`src/design/bcmpd_pkg.sv`:
```
package bcmpd_pkg;

   localparam int LINE_MAX_DEFAULT = 20;

   localparam logic [11:0] STOP_PULSE_RESET = 12'd1500;
   localparam logic [11:0] PULSE_MAX_RESET  = 12'd1950;
   localparam logic [11:0] PULSE_MIN_RESET  = 12'd1050;
   localparam logic [7:0]  POWER_STEP_RESET = 8'd25;
   localparam logic [9:0]  POWER_MIN_RESET  = 10'd80;
   localparam logic [9:0]  POWER_MAX_RESET  = 10'd430;
   localparam logic [9:0]  START_POWER      = 10'd250;

   localparam logic [7:0] CH_TAB   = 8'h09;
   localparam logic [7:0] CH_LF    = 8'h0a;
   localparam logic [7:0] CH_VT    = 8'h0b;
   localparam logic [7:0] CH_FF    = 8'h0c;
   localparam logic [7:0] CH_CR    = 8'h0d;
   localparam logic [7:0] CH_SPACE = 8'h20;
   localparam logic [7:0] CH_PLUS  = 8'h2b;
   localparam logic [7:0] CH_MINUS = 8'h2d;
   localparam logic [7:0] CH_QUEST = 8'h3f;
   localparam logic [7:0] CH_UP_A  = 8'h41;
   localparam logic [7:0] CH_UP_Z  = 8'h5a;
   localparam logic [7:0] CH_UP_D  = 8'h44;
   localparam logic [7:0] CH_UP_S  = 8'h53;
   localparam logic [7:0] CH_UP_W  = 8'h57;
   localparam logic [7:0] CH_UP_X  = 8'h58;
   localparam logic [7:0] CH_A     = 8'h61;
   localparam logic [7:0] CH_D     = 8'h64;
   localparam logic [7:0] CH_E     = 8'h65;
   localparam logic [7:0] CH_F     = 8'h66;
   localparam logic [7:0] CH_H     = 8'h68;
   localparam logic [7:0] CH_L     = 8'h6c;
   localparam logic [7:0] CH_M     = 8'h6d;
   localparam logic [7:0] CH_N     = 8'h6e;
   localparam logic [7:0] CH_O     = 8'h6f;
   localparam logic [7:0] CH_P     = 8'h70;
   localparam logic [7:0] CH_S     = 8'h73;
   localparam logic [7:0] CH_W     = 8'h77;
   localparam logic [7:0] CH_X     = 8'h78;
   localparam logic [7:0] CASE_OFFSET = 8'd32;

   typedef struct packed {
      logic [11:0] stop_pulse_us;
      logic [11:0] pulse_max_us;
      logic [11:0] pulse_min_us;
      logic [7:0]  power_step;
      logic [9:0]  power_min;
      logic [9:0]  power_max;
      logic        invert_left;
      logic        invert_right;
   } cfg_type;

   typedef struct packed {
      logic active;
      logic left_neg;
      logic right_neg;
   } drive_cmd_type;

   typedef enum logic [3:0] {
      CSR_STOP_PULSE   = 4'd0,
      CSR_PULSE_MAX    = 4'd1,
      CSR_PULSE_MIN    = 4'd2,
      CSR_POWER_STEP   = 4'd3,
      CSR_POWER_MIN    = 4'd4,
      CSR_POWER_MAX    = 4'd5,
      CSR_INVERT_LEFT  = 4'd6,
      CSR_INVERT_RIGHT = 4'd7
   } csr_index_type;

   typedef enum logic [3:0] {
      REPLY_NONE    = 4'd0,
      REPLY_FWD     = 4'd1,
      REPLY_REV     = 4'd2,
      REPLY_LEFT    = 4'd3,
      REPLY_RIGHT   = 4'd4,
      REPLY_STOP    = 4'd5,
      REPLY_SPEED   = 4'd6,
      REPLY_ON      = 4'd7,
      REPLY_OFF     = 4'd8,
      REPLY_HELP    = 4'd9,
      REPLY_UNKNOWN = 4'd10
   } reply_type;

   typedef enum logic [2:0] {
      MATCH_EMPTY,
      MATCH_MON,
      MATCH_MOFF,
      MATCH_HELP,
      MATCH_UNKNOWN
   } match_type;

   typedef enum logic [3:0] {
      KEY_LINE_END,
      KEY_FWD,
      KEY_REV,
      KEY_LEFT,
      KEY_RIGHT,
      KEY_STOP,
      KEY_PLUS,
      KEY_MINUS,
      KEY_TEXT
   } key_type;

   typedef enum logic [1:0] {
      CTRL_IDLE,
      CTRL_SCAN,
      CTRL_RESULT
   } ctrl_state_type;

   typedef enum logic {
      SCAN_IDLE,
      SCAN_RUN
   } scan_state_type;

   function automatic logic is_trim(input logic [7:0] c);
      return (c == CH_SPACE) || (c == CH_TAB) || (c == CH_LF) ||
             (c == CH_VT) || (c == CH_FF) || (c == CH_CR);
   endfunction

   function automatic logic [7:0] to_lower(input logic [7:0] c);
      if ((c >= CH_UP_A) && (c <= CH_UP_Z)) begin
         return c + CASE_OFFSET;
      end
      return c;
   endfunction

   function automatic key_type classify_key(input logic [7:0] c);
      key_type k;
      unique case (c)
         CH_CR, CH_LF:             k = KEY_LINE_END;
         CH_W, CH_UP_W:            k = KEY_FWD;
         CH_S, CH_UP_S:            k = KEY_REV;
         CH_A, CH_UP_A:            k = KEY_LEFT;
         CH_D, CH_UP_D:            k = KEY_RIGHT;
         CH_X, CH_UP_X, CH_SPACE:  k = KEY_STOP;
         CH_PLUS:                  k = KEY_PLUS;
         CH_MINUS:                 k = KEY_MINUS;
         default:                  k = KEY_TEXT;
      endcase
      return k;
   endfunction

endpackage

```
`src/design/byte_command_motor_pulse_decoder.sv`:
```
// Serial byte command decoder for a two-track motor drive.
// Request channel: one received byte per item (req_valid / req_stall).
// Response channel: exactly one result item per byte (rsp_valid / rsp_stall):
// motor write strobe with both clamped pulse widths, reply code, disarmed
// flag and the current drive power.
// CSR channel: csr_valid / csr_ready (always ready), csr_index selects one of
// eight settings; write it only while no byte is in flight.
// Each accepted byte is registered; its result is loaded into the output
// register from the RESULT state once that register is free. CR or LF first
// runs the line scanner over a non-empty line, reading one byte per cycle
// from the line store. One byte is in flight at a time; req_stall stays high
// from acceptance until the result is loaded into the output register.
// A result held by rsp_stall stays in the output register; a finished
// result waits until that register frees up.
// Reset: settings return to their defaults, power to the start value, the
// motors disarmed and the line empty. Line store contents are not cleared.
module byte_command_motor_pulse_decoder #(
   parameter int LINE_MAX = bcmpd_pkg::LINE_MAX_DEFAULT
) (
   input  logic        clock,
   input  logic        reset,
   input  logic        req_valid,
   output logic        req_stall,
   input  logic [7:0]  req_rx_byte,
   output logic        rsp_valid,
   input  logic        rsp_stall,
   output logic        rsp_motor_write,
   output logic [11:0] rsp_left_pulse_us,
   output logic [11:0] rsp_right_pulse_us,
   output logic [3:0]  rsp_reply_code,
   output logic        rsp_not_armed_flag,
   output logic [9:0]  rsp_drive_power,
   input  logic        csr_valid,
   output logic        csr_ready,
   input  logic [3:0]  csr_index,
   input  logic [11:0] csr_data
);

   localparam int IW = $clog2(LINE_MAX);
   localparam int LW = $clog2(LINE_MAX + 1);

   bcmpd_pkg::ctrl_state_type state_ff, state_in;
   bcmpd_pkg::cfg_type        cfg_ff;
   logic [9:0]    power_ff, power_in;
   logic          armed_ff, armed_in;
   logic [LW-1:0] len_ff, len_in;
   logic [7:0]    byte_ff;

   logic        out_valid_ff, out_valid_in;
   logic        out_mw_ff, out_mw_in;
   logic [11:0] out_left_ff, out_left_in;
   logic [11:0] out_right_ff, out_right_in;
   logic [3:0]  out_reply_ff, out_reply_in;
   logic        out_flag_ff, out_flag_in;
   logic [9:0]  out_power_ff;

   logic                     accept;
   logic                     out_free;
   logic                     load;
   logic                     scan_start;
   logic                     scan_busy;
   bcmpd_pkg::match_type     match;
   bcmpd_pkg::key_type       key;
   bcmpd_pkg::drive_cmd_type cmd;
   logic [11:0]              left_pulse;
   logic [11:0]              right_pulse;
   logic                     wr_en;
   logic [10:0]              power_sum;
   logic signed [10:0]       power_diff;

   assign csr_ready = 1'b1;

   always_ff @(posedge clock) begin
      if (reset) begin
         cfg_ff.stop_pulse_us <= bcmpd_pkg::STOP_PULSE_RESET;
         cfg_ff.pulse_max_us  <= bcmpd_pkg::PULSE_MAX_RESET;
         cfg_ff.pulse_min_us  <= bcmpd_pkg::PULSE_MIN_RESET;
         cfg_ff.power_step    <= bcmpd_pkg::POWER_STEP_RESET;
         cfg_ff.power_min     <= bcmpd_pkg::POWER_MIN_RESET;
         cfg_ff.power_max     <= bcmpd_pkg::POWER_MAX_RESET;
         cfg_ff.invert_left   <= 1'b0;
         cfg_ff.invert_right  <= 1'b1;
      end else if (csr_valid && csr_ready) begin
         unique case (csr_index)
            bcmpd_pkg::CSR_STOP_PULSE:   cfg_ff.stop_pulse_us <= csr_data;
            bcmpd_pkg::CSR_PULSE_MAX:    cfg_ff.pulse_max_us  <= csr_data;
            bcmpd_pkg::CSR_PULSE_MIN:    cfg_ff.pulse_min_us  <= csr_data;
            bcmpd_pkg::CSR_POWER_STEP:   cfg_ff.power_step    <= csr_data[7:0];
            bcmpd_pkg::CSR_POWER_MIN:    cfg_ff.power_min     <= csr_data[9:0];
            bcmpd_pkg::CSR_POWER_MAX:    cfg_ff.power_max     <= csr_data[9:0];
            bcmpd_pkg::CSR_INVERT_LEFT:  cfg_ff.invert_left   <= csr_data[0];
            bcmpd_pkg::CSR_INVERT_RIGHT: cfg_ff.invert_right  <= csr_data[0];
            default: begin
            end
         endcase
      end
   end

   assign out_free = !out_valid_ff || !rsp_stall;
   assign key      = bcmpd_pkg::classify_key(byte_ff);

   // next state
   always_comb begin
      state_in = state_ff;
      unique case (state_ff)
         bcmpd_pkg::CTRL_IDLE: begin
            if (req_valid) begin
               if (bcmpd_pkg::classify_key(req_rx_byte) == bcmpd_pkg::KEY_LINE_END) begin
                  state_in = bcmpd_pkg::CTRL_SCAN;
               end else begin
                  state_in = bcmpd_pkg::CTRL_RESULT;
               end
            end
         end
         bcmpd_pkg::CTRL_SCAN: begin
            if (!scan_busy) begin
               state_in = bcmpd_pkg::CTRL_RESULT;
            end
         end
         bcmpd_pkg::CTRL_RESULT: begin
            if (out_free) begin
               state_in = bcmpd_pkg::CTRL_IDLE;
            end
         end
         default: state_in = bcmpd_pkg::CTRL_IDLE;
      endcase
   end

   // control outputs
   always_comb begin
      req_stall  = (state_ff != bcmpd_pkg::CTRL_IDLE);
      accept     = (state_ff == bcmpd_pkg::CTRL_IDLE) && req_valid;
      scan_start = accept &&
                   (bcmpd_pkg::classify_key(req_rx_byte) == bcmpd_pkg::KEY_LINE_END);
      load       = (state_ff == bcmpd_pkg::CTRL_RESULT) && out_free;
   end

   assign power_sum  = {1'b0, power_ff} + {3'b000, cfg_ff.power_step};
   assign power_diff = $signed({1'b0, power_ff}) - $signed({3'b000, cfg_ff.power_step});

   // result of the held byte
   always_comb begin
      out_mw_in    = 1'b0;
      out_reply_in = bcmpd_pkg::REPLY_NONE;
      out_flag_in  = 1'b0;
      cmd          = '0;
      power_in     = power_ff;
      armed_in     = armed_ff;
      len_in       = '0;
      wr_en        = 1'b0;
      unique case (key)
         bcmpd_pkg::KEY_LINE_END: begin
            unique case (match)
               bcmpd_pkg::MATCH_MON: begin
                  out_mw_in    = 1'b1;
                  armed_in     = 1'b1;
                  out_reply_in = bcmpd_pkg::REPLY_ON;
               end
               bcmpd_pkg::MATCH_MOFF: begin
                  out_mw_in    = 1'b1;
                  armed_in     = 1'b0;
                  out_reply_in = bcmpd_pkg::REPLY_OFF;
               end
               bcmpd_pkg::MATCH_HELP:    out_reply_in = bcmpd_pkg::REPLY_HELP;
               bcmpd_pkg::MATCH_UNKNOWN: out_reply_in = bcmpd_pkg::REPLY_UNKNOWN;
               default:                  out_reply_in = bcmpd_pkg::REPLY_NONE;
            endcase
         end
         bcmpd_pkg::KEY_FWD, bcmpd_pkg::KEY_REV,
         bcmpd_pkg::KEY_LEFT, bcmpd_pkg::KEY_RIGHT: begin
            out_mw_in   = 1'b1;
            out_flag_in = !armed_ff;
            cmd.active  = armed_ff;
            unique case (key)
               bcmpd_pkg::KEY_FWD: begin
                  out_reply_in = bcmpd_pkg::REPLY_FWD;
               end
               bcmpd_pkg::KEY_REV: begin
                  out_reply_in  = bcmpd_pkg::REPLY_REV;
                  cmd.left_neg  = 1'b1;
                  cmd.right_neg = 1'b1;
               end
               bcmpd_pkg::KEY_LEFT: begin
                  out_reply_in = bcmpd_pkg::REPLY_LEFT;
                  cmd.left_neg = 1'b1;
               end
               default: begin
                  out_reply_in  = bcmpd_pkg::REPLY_RIGHT;
                  cmd.right_neg = 1'b1;
               end
            endcase
         end
         bcmpd_pkg::KEY_STOP: begin
            out_mw_in    = 1'b1;
            out_reply_in = bcmpd_pkg::REPLY_STOP;
         end
         bcmpd_pkg::KEY_PLUS: begin
            out_reply_in = bcmpd_pkg::REPLY_SPEED;
            power_in     = (power_sum > {1'b0, cfg_ff.power_max}) ?
                           cfg_ff.power_max : power_sum[9:0];
         end
         bcmpd_pkg::KEY_MINUS: begin
            out_reply_in = bcmpd_pkg::REPLY_SPEED;
            power_in     = (power_diff < $signed({1'b0, cfg_ff.power_min})) ?
                           cfg_ff.power_min : power_diff[9:0];
         end
         default: begin
            // drop the byte and empty the line when the store is full
            if (len_ff < LW'(LINE_MAX)) begin
               wr_en  = 1'b1;
               len_in = len_ff + LW'(1);
            end
         end
      endcase
      out_left_in  = out_mw_in ? left_pulse : '0;
      out_right_in = out_mw_in ? right_pulse : '0;
      out_valid_in = load || (out_valid_ff && rsp_stall);
   end

   bcmpd_pulse u_pulse (
      .cfg            (cfg_ff),
      .cmd            (cmd),
      .power          (power_ff),
      .left_pulse_us  (left_pulse),
      .right_pulse_us (right_pulse)
   );

   bcmpd_line_scan #(
      .LINE_MAX (LINE_MAX)
   ) u_line_scan (
      .clock    (clock),
      .reset    (reset),
      .wr_en    (load && wr_en),
      .wr_addr  (len_ff[IW-1:0]),
      .wr_data  (byte_ff),
      .start    (scan_start),
      .line_len (len_ff),
      .busy     (scan_busy),
      .match    (match)
   );

   always_ff @(posedge clock) begin
      if (reset) begin
         state_ff     <= bcmpd_pkg::CTRL_IDLE;
         power_ff     <= bcmpd_pkg::START_POWER;
         armed_ff     <= 1'b0;
         len_ff       <= '0;
         out_valid_ff <= 1'b0;
      end else begin
         state_ff     <= state_in;
         out_valid_ff <= out_valid_in;
         if (load) begin
            power_ff <= power_in;
            armed_ff <= armed_in;
            len_ff   <= len_in;
         end
      end
   end

   always_ff @(posedge clock) begin
      if (accept) begin
         byte_ff <= req_rx_byte;
      end
      if (load) begin
         out_mw_ff    <= out_mw_in;
         out_left_ff  <= out_left_in;
         out_right_ff <= out_right_in;
         out_reply_ff <= out_reply_in;
         out_flag_ff  <= out_flag_in;
         out_power_ff <= power_in;
      end
   end

   assign rsp_valid          = out_valid_ff;
   assign rsp_motor_write    = out_mw_ff;
   assign rsp_left_pulse_us  = out_left_ff;
   assign rsp_right_pulse_us = out_right_ff;
   assign rsp_reply_code     = out_reply_ff;
   assign rsp_not_armed_flag = out_flag_ff;
   assign rsp_drive_power    = out_power_ff;

endmodule

```
`src/design/bcmpd_pulse.sv`:
```
module bcmpd_pulse (
   input  bcmpd_pkg::cfg_type       cfg,
   input  bcmpd_pkg::drive_cmd_type cmd,
   input  logic [9:0]               power,
   output logic [11:0]              left_pulse_us,
   output logic [11:0]              right_pulse_us
);

   // stop +/- power, then clamp: max test first, then min
   function automatic logic [11:0] side_pulse(input bcmpd_pkg::cfg_type c,
                                              input logic active,
                                              input logic neg,
                                              input logic [9:0] pwr);
      logic signed [13:0] stop_s;
      logic signed [13:0] pwr_s;
      logic signed [13:0] raw;
      stop_s = $signed({2'b00, c.stop_pulse_us});
      pwr_s  = $signed({4'b0000, pwr});
      if (!active) begin
         raw = stop_s;
      end else if (neg) begin
         raw = stop_s - pwr_s;
      end else begin
         raw = stop_s + pwr_s;
      end
      if (raw > $signed({2'b00, c.pulse_max_us})) begin
         return c.pulse_max_us;
      end
      if (raw < $signed({2'b00, c.pulse_min_us})) begin
         return c.pulse_min_us;
      end
      return raw[11:0];
   endfunction

   assign left_pulse_us  = side_pulse(cfg, cmd.active, cmd.left_neg ^ cfg.invert_left, power);
   assign right_pulse_us = side_pulse(cfg, cmd.active, cmd.right_neg ^ cfg.invert_right, power);

endmodule

```
`src/design/bcmpd_line_scan.sv`:
```
module bcmpd_line_scan #(
   parameter int LINE_MAX = bcmpd_pkg::LINE_MAX_DEFAULT
) (
   input  logic                         clock,
   input  logic                         reset,
   input  logic                         wr_en,
   input  logic [$clog2(LINE_MAX)-1:0]  wr_addr,
   input  logic [7:0]                   wr_data,
   input  logic                         start,
   input  logic [$clog2(LINE_MAX+1)-1:0] line_len,
   output logic                         busy,
   output bcmpd_pkg::match_type         match
);

   localparam int IW = $clog2(LINE_MAX);
   localparam int LW = $clog2(LINE_MAX + 1);

   logic [7:0] mem [LINE_MAX];
   logic [7:0] rd_data_ff;
   logic [IW-1:0] rd_addr;

   bcmpd_pkg::scan_state_type state_ff, state_in;
   logic [IW-1:0] idx_ff, idx_in;
   logic [LW-1:0] len_ff, len_in;
   logic          found_ff, found_in;
   logic [IW-1:0] s_ff, s_in;
   logic [IW-1:0] e_ff, e_in;
   logic [7:0]    win_ff [4];

   logic [LW-1:0] idx_next;
   logic          last;
   logic          trim;
   logic [IW-1:0] s_cur;
   logic [IW-1:0] offset;
   logic          win_we;
   logic [LW-1:0] tlen;

   always_ff @(posedge clock) begin
      if (wr_en) begin
         mem[wr_addr] <= wr_data;
      end
      rd_data_ff <= mem[rd_addr];
   end

   assign idx_next = LW'(idx_ff) + LW'(1);
   assign last     = (idx_next == len_ff);
   assign trim     = bcmpd_pkg::is_trim(rd_data_ff);
   assign s_cur    = found_ff ? s_ff : idx_ff;
   assign offset   = idx_ff - s_cur;

   // next state
   always_comb begin
      state_in = state_ff;
      unique case (state_ff)
         bcmpd_pkg::SCAN_IDLE: begin
            if (start && (line_len != '0)) begin
               state_in = bcmpd_pkg::SCAN_RUN;
            end
         end
         bcmpd_pkg::SCAN_RUN: begin
            if (last) begin
               state_in = bcmpd_pkg::SCAN_IDLE;
            end
         end
         default: state_in = bcmpd_pkg::SCAN_IDLE;
      endcase
   end

   // datapath and outputs
   always_comb begin
      busy     = (state_ff == bcmpd_pkg::SCAN_RUN);
      rd_addr  = '0;
      idx_in   = idx_ff;
      len_in   = len_ff;
      found_in = found_ff;
      s_in     = s_ff;
      e_in     = e_ff;
      win_we   = 1'b0;
      unique case (state_ff)
         bcmpd_pkg::SCAN_IDLE: begin
            if (start) begin
               idx_in   = '0;
               len_in   = line_len;
               found_in = 1'b0;
            end
         end
         bcmpd_pkg::SCAN_RUN: begin
            rd_addr = last ? '0 : idx_next[IW-1:0];
            idx_in  = idx_next[IW-1:0];
            // keep the first four bytes of the trimmed line
            win_we  = (found_ff || !trim) && ((offset >> 2) == '0);
            if (!trim) begin
               found_in = 1'b1;
               s_in     = s_cur;
               e_in     = idx_ff;
            end
         end
         default: begin
         end
      endcase
   end

   always_ff @(posedge clock) begin
      if (reset) begin
         state_ff <= bcmpd_pkg::SCAN_IDLE;
         found_ff <= 1'b0;
      end else begin
         state_ff <= state_in;
         found_ff <= found_in;
      end
   end

   always_ff @(posedge clock) begin
      idx_ff <= idx_in;
      len_ff <= len_in;
      s_ff   <= s_in;
      e_ff   <= e_in;
      if (win_we) begin
         win_ff[offset[1:0]] <= bcmpd_pkg::to_lower(rd_data_ff);
      end
   end

   assign tlen = LW'(e_ff) - LW'(s_ff) + LW'(1);

   always_comb begin
      if (!found_ff) begin
         match = bcmpd_pkg::MATCH_EMPTY;
      end else if ((tlen == LW'(3)) && (win_ff[0] == bcmpd_pkg::CH_M) &&
                   (win_ff[1] == bcmpd_pkg::CH_O) && (win_ff[2] == bcmpd_pkg::CH_N)) begin
         match = bcmpd_pkg::MATCH_MON;
      end else if ((tlen == LW'(4)) && (win_ff[0] == bcmpd_pkg::CH_M) &&
                   (win_ff[1] == bcmpd_pkg::CH_O) && (win_ff[2] == bcmpd_pkg::CH_F) &&
                   (win_ff[3] == bcmpd_pkg::CH_F)) begin
         match = bcmpd_pkg::MATCH_MOFF;
      end else if (((tlen == LW'(4)) && (win_ff[0] == bcmpd_pkg::CH_H) &&
                    (win_ff[1] == bcmpd_pkg::CH_E) && (win_ff[2] == bcmpd_pkg::CH_L) &&
                    (win_ff[3] == bcmpd_pkg::CH_P)) ||
                   ((tlen == LW'(1)) && (win_ff[0] == bcmpd_pkg::CH_QUEST))) begin
         match = bcmpd_pkg::MATCH_HELP;
      end else begin
         match = bcmpd_pkg::MATCH_UNKNOWN;
      end
   end

endmodule
```
`config.mk`:
```
export PLATFORM = sky130hd
export DESIGN_NAME = byte_command_motor_pulse_decoder
export DESIGN_NICKNAME = d
export VERILOG_FILES = /design/src/design/bcmpd_pkg.sv /design/src/design/byte_command_motor_pulse_decoder.sv /design/src/design/bcmpd_pulse.sv /design/src/design/bcmpd_line_scan.sv
export SDC_FILE = /design/constraint.sdc
export NUM_CORES = 1
export LEC_CHECK = 0
export BUFFER_PORTS_ARGS = -buffer_cell sky130_fd_sc_hd__clkbuf_2
export CAP_MARGIN = 10
export CORE_AREA = 2 2 200 280
export DETAILED_ROUTE_END_ITERATION = 10
export DIE_AREA = 0 0 202 282
export PLACE_DENSITY = 0.55
export SLEW_MARGIN = 30
export SYNTH_ARGS = -nofsm -noshare
export SYNTH_HDL_FRONTEND = slang
export SYNTH_SLANG_ARGS = --single-unit
export TNS_END_PERCENT = 30
```
`constraint.sdc`:
```
create_clock -name clock -period 5.1 [get_ports clock]
set_clock_uncertainty 0.2 [all_clocks]
set_input_delay 0.255 -clock clock [delete_from_list [all_inputs] [get_ports clock]]
set_output_delay 0.255 -clock clock [all_outputs]
set_load 0.05 [all_outputs]
```
==> results.tsv <==
metric	value	unit
relSlewSlack	32.5	%
final_cell_area	22000	um2
drt_wl_total	55900	um
synthAdderAreaFrac	8.38	%
clock_path_buffers	3	
synthXorXnorAreaFrac	2.80	%
viasPerCell	5.37	
muxShareOfSynthArea	4.57	%
worst_setup_path_end_kind	flip-flop	
power_leakage	8.39	nW
worst_pin_slew	1.00	ns
r2r-start	byte_ff[1]$_DFFE_PP_	
met2_length	30400	um
fillers	5264	
dieArea	57000	um2
synth_compound_area_share	13.8	%
pin_count	72	
setup_viol	0	
synth_top_family_by_area	simple AND/OR/NAND/NOR gates	
finalPower	6.65	mW
drt-pass1-iter-count	7	
cts-root-buf	clkbuf_16	
final_layout_size_suffix_gt1_share	12.2	%
clock_latency	0.57	ns
gp_congestion	0.951	
critPathKind	flip-flop to flip-flop	
initial_core_util	34.9	%
yosysSeqAreaShare	51.4	%
drt-initial-drc-count	752	
synthTopCellsByArea	edfxtp_1 41%, dfxtp_1 10%, ha_1 7.7%	
hold_end	cfg_ff[0]$_SDFFE_PP1P_	
fp.dieW	202	um
htree_levels	2	
die_y	282	um
grt_pass1_vias	14600	
drt-wirelength-per-cell	20.9	um
clock_sinks	355	
synth_ff_type	edfxtp_1	
grt_max_degree	58	
cp-start-kind	flip-flop	
synthSimpleGateAreaFrac	15.1	%
syn-num-nets	1943	
synthArstFlopShare	0	%
synth-warning-count	0	
placementRows	101	
r2r_slack	0.26	ns
fmax	207	MHz
post-synth-top-count-cell	edfxtp_1	
synth_edf_count	260	
drc_errors	0	
r2r-end	rsp_right_pulse_us[8]$_SDFFCE_PN0P_	
cts_tree	built	
finalHoldViolCount	0	
multi_input_area	8510	um2
netlist_area	18900	um2
crit_fanout	23	
cap_violations	0	
status	complete, no violations	
grt_overflow	0	
min_period_over_period	94.9	%
dr.max_layer_used	met4	
grt_pass1_wl	84700	um
regArea	9710	um2
grt_antenna_before_repair	0	
ant_nets	0	
postSynthAreaPerCell	10.6	um2
cts_buffers	38	
port_buffers	70	
syn-instance-count	1791	
ys_types	90	
crit_arrival	4.99	ns
synth_top_area_share	41.3	%
period_needed	4.84	ns
slew_violations	0	
wl_met1	20800	um
synth_top_cell_by_area	edfxtp_1	
place_area	20400	um2
path_clk_slew	0.07	ns
powerDensity	302	nW/um2
gr-usage-all-layers	19.5	%
dr_wl_met3	1800	um
hp-start	csr_valid	
synth-seq-cells	355	
vdd_drop_max	0.249	mV
synth_commonest_cells	260 x edfxtp_1, 223 x nand2_1, 149 x nor2_1	
vias	14400	
syn_to_final_growth	16.4	%
num-nets-final	2073	
cp.required	5.25	ns
worst_hold_path.num_cells	5	
hp-class	input port to flip-flop	
worstRegToRegCells	16	
dp_hpwl	42000	um
core_area	54200	um2
metal layers:
layer | GRT usage (%) | vias up
met5 | 0 | -
met4 | 9.97 | 0
met3 | 2.35 | 141
met2 | 38.1 | 329
met1 | 20.3 | 7058
li1 | - | 6828
power breakdown:
group | switching (mW) | total [mW] | internal, mW
Combinational | 0.397 | 0.613 | 0.216
Clock | 1.19 | 2.87 | 1.68
Sequential | 0.0332 | 3.17 | 3.13
Total | 1.62 | 6.65 | 5.03
flip-flops by register name (all words and copies together) (netlist names), 2 cells and up:
name and count:
byte_ff 8, cfg_ff 66, len_ff 5, power_ff 10, rsp_drive_power 10, rsp_left_pulse_us 12, rsp_reply_code 4, rsp_right_pulse_us 12
state_ff 2, u_line_scan.e_ff 5, u_line_scan.idx_ff 5, u_line_scan.len_ff 5, u_line_scan.mem 160, u_line_scan.rd_data_ff 8, u_line_scan.s_ff 5, u_line_scan.win_ff 32
layout make-up:
| type | count | share of cell area [%] |
|---|---|---|
| Antenna cell | 1 | 0.0114 |
| Clock buffer | 49 | 4.62 |
| Clock inverter | 21 | 1.27 |
| Inverter | 120 | 2.05 |
| Multi-Input combinational cell | 1242 | 38.7 |
| Sequential cell | 355 | 44.1 |
| Tap cell | 721 | 4.10 |
| Timing Repair Buffer | 164 | 5.13 |
cell usage in the layout (no fill, tap or decap), types with 15 or more instances in the layout:
cell type | Yosys | final
a211o_1 | 18 | 18
a211oi_1 | 21 | 19
a21o_1 | 27 | 25
a21oi_1 | 111 | 110
buf_4 | 1 | 67
clkbuf_16 | 0 | 38
clkbuf_2 | 0 | 69
dfxtp_1 | 95 | 95
dlygate4sd3_1 | 0 | 26
edfxtp_1 | 260 | 260
ha_1 | 117 | 116
inv_1 | 119 | 118
mux2i_1 | 74 | 74
nand2_1 | 223 | 223
nand2b_1 | 20 | 20
nand3_1 | 43 | 43
nand3b_1 | 25 | 25
nand4_1 | 15 | 15
nor2_1 | 149 | 148
nor2b_1 | 18 | 18
nor3_1 | 28 | 28
o21ai_0 | 39 | 38
o22ai_1 | 24 | 24
xnor2_1 | 29 | 29
xor2_1 | 17 | 15
repair_timing:
| action | CTS | global route |
|---|---|---|
| gates resized for setup | 0 | 9 |
| hold endpoints to repair | 73 | 0 |
| setup endpoints to repair | 0 | 16 |
| hold buffers | 26 | 0 |
| buffers inserted | 0 | 0 |
worst max-delay path by stage:
stage,depth (start not counted),startpoint,end
global route,17,power_ff[3]$_SDFFE_PP1P_,rsp_left_pulse_us[7]$_SDFFCE_PN0P_
detailed placement,17,byte_ff[1]$_DFFE_PP_,rsp_right_pulse_us[8]$_SDFFCE_PN0P_
global placement,17,byte_ff[1]$_DFFE_PP_,rsp_right_pulse_us[2]$_SDFFCE_PN0P_
finish,16,byte_ff[1]$_DFFE_PP_,rsp_right_pulse_us[8]$_SDFFCE_PN0P_
CTS,17,byte_ff[1]$_DFFE_PP_,rsp_right_pulse_us[8]$_SDFFCE_PN0P_
floorplan,16,byte_ff[2]$_DFFE_PP_,rsp_right_pulse_us[10]$_SDFFCE_PN0P_
kinds of logic (layout without fill, tap and decap cells):
kind of cell | count (synthesis) | in the layout
AOI/OAI and AO/OA | 380 | 380
muxes | 85 | 85
adders and majority gates | 123 | 123
buffers and inverters | 194 | 354
and+or+nand+nor | 601 | 601
xor gates and xnor gates | 52 | 52
other | 1 | 2
DFF | 355 | 355
stage by stage:
step                      hold slack (ns)  cells  setup slack [ns]  utilization (%)  setup TNS (ns)
after floorplan                     0.154   1791             0.476                -               0
after global placement              0.246   2575             0.200             37.6               0
after detailed placement            0.249   2575             0.175             37.6               0
after CTS                          0.0291   2671             0.168             40.5               0
after global routing               0.0909   2672          -0.00387             40.6        -0.00387
final                              0.0661   2673             0.259             40.6               0
worst max-delay path, stage by stage, from the launching register on:
cell and delay (ns):
edfxtp_1 0.45, buf_4 0.25, or3_1 0.32, a21o_1 0.25
xor2_1 0.17, buf_4 0.23, mux2_2 0.36, a21oi_1 0.34
ha_1 0.32, nand4_1 0.12, nor2_1 0.06, a211oi_1 0.38
a211o_1 0.19, a41o_1 0.24, a21o_2 0.30, nand2_1 0.10
a311oi_1 0.34
Note: power is estimated with default switching activity, not from simulation.
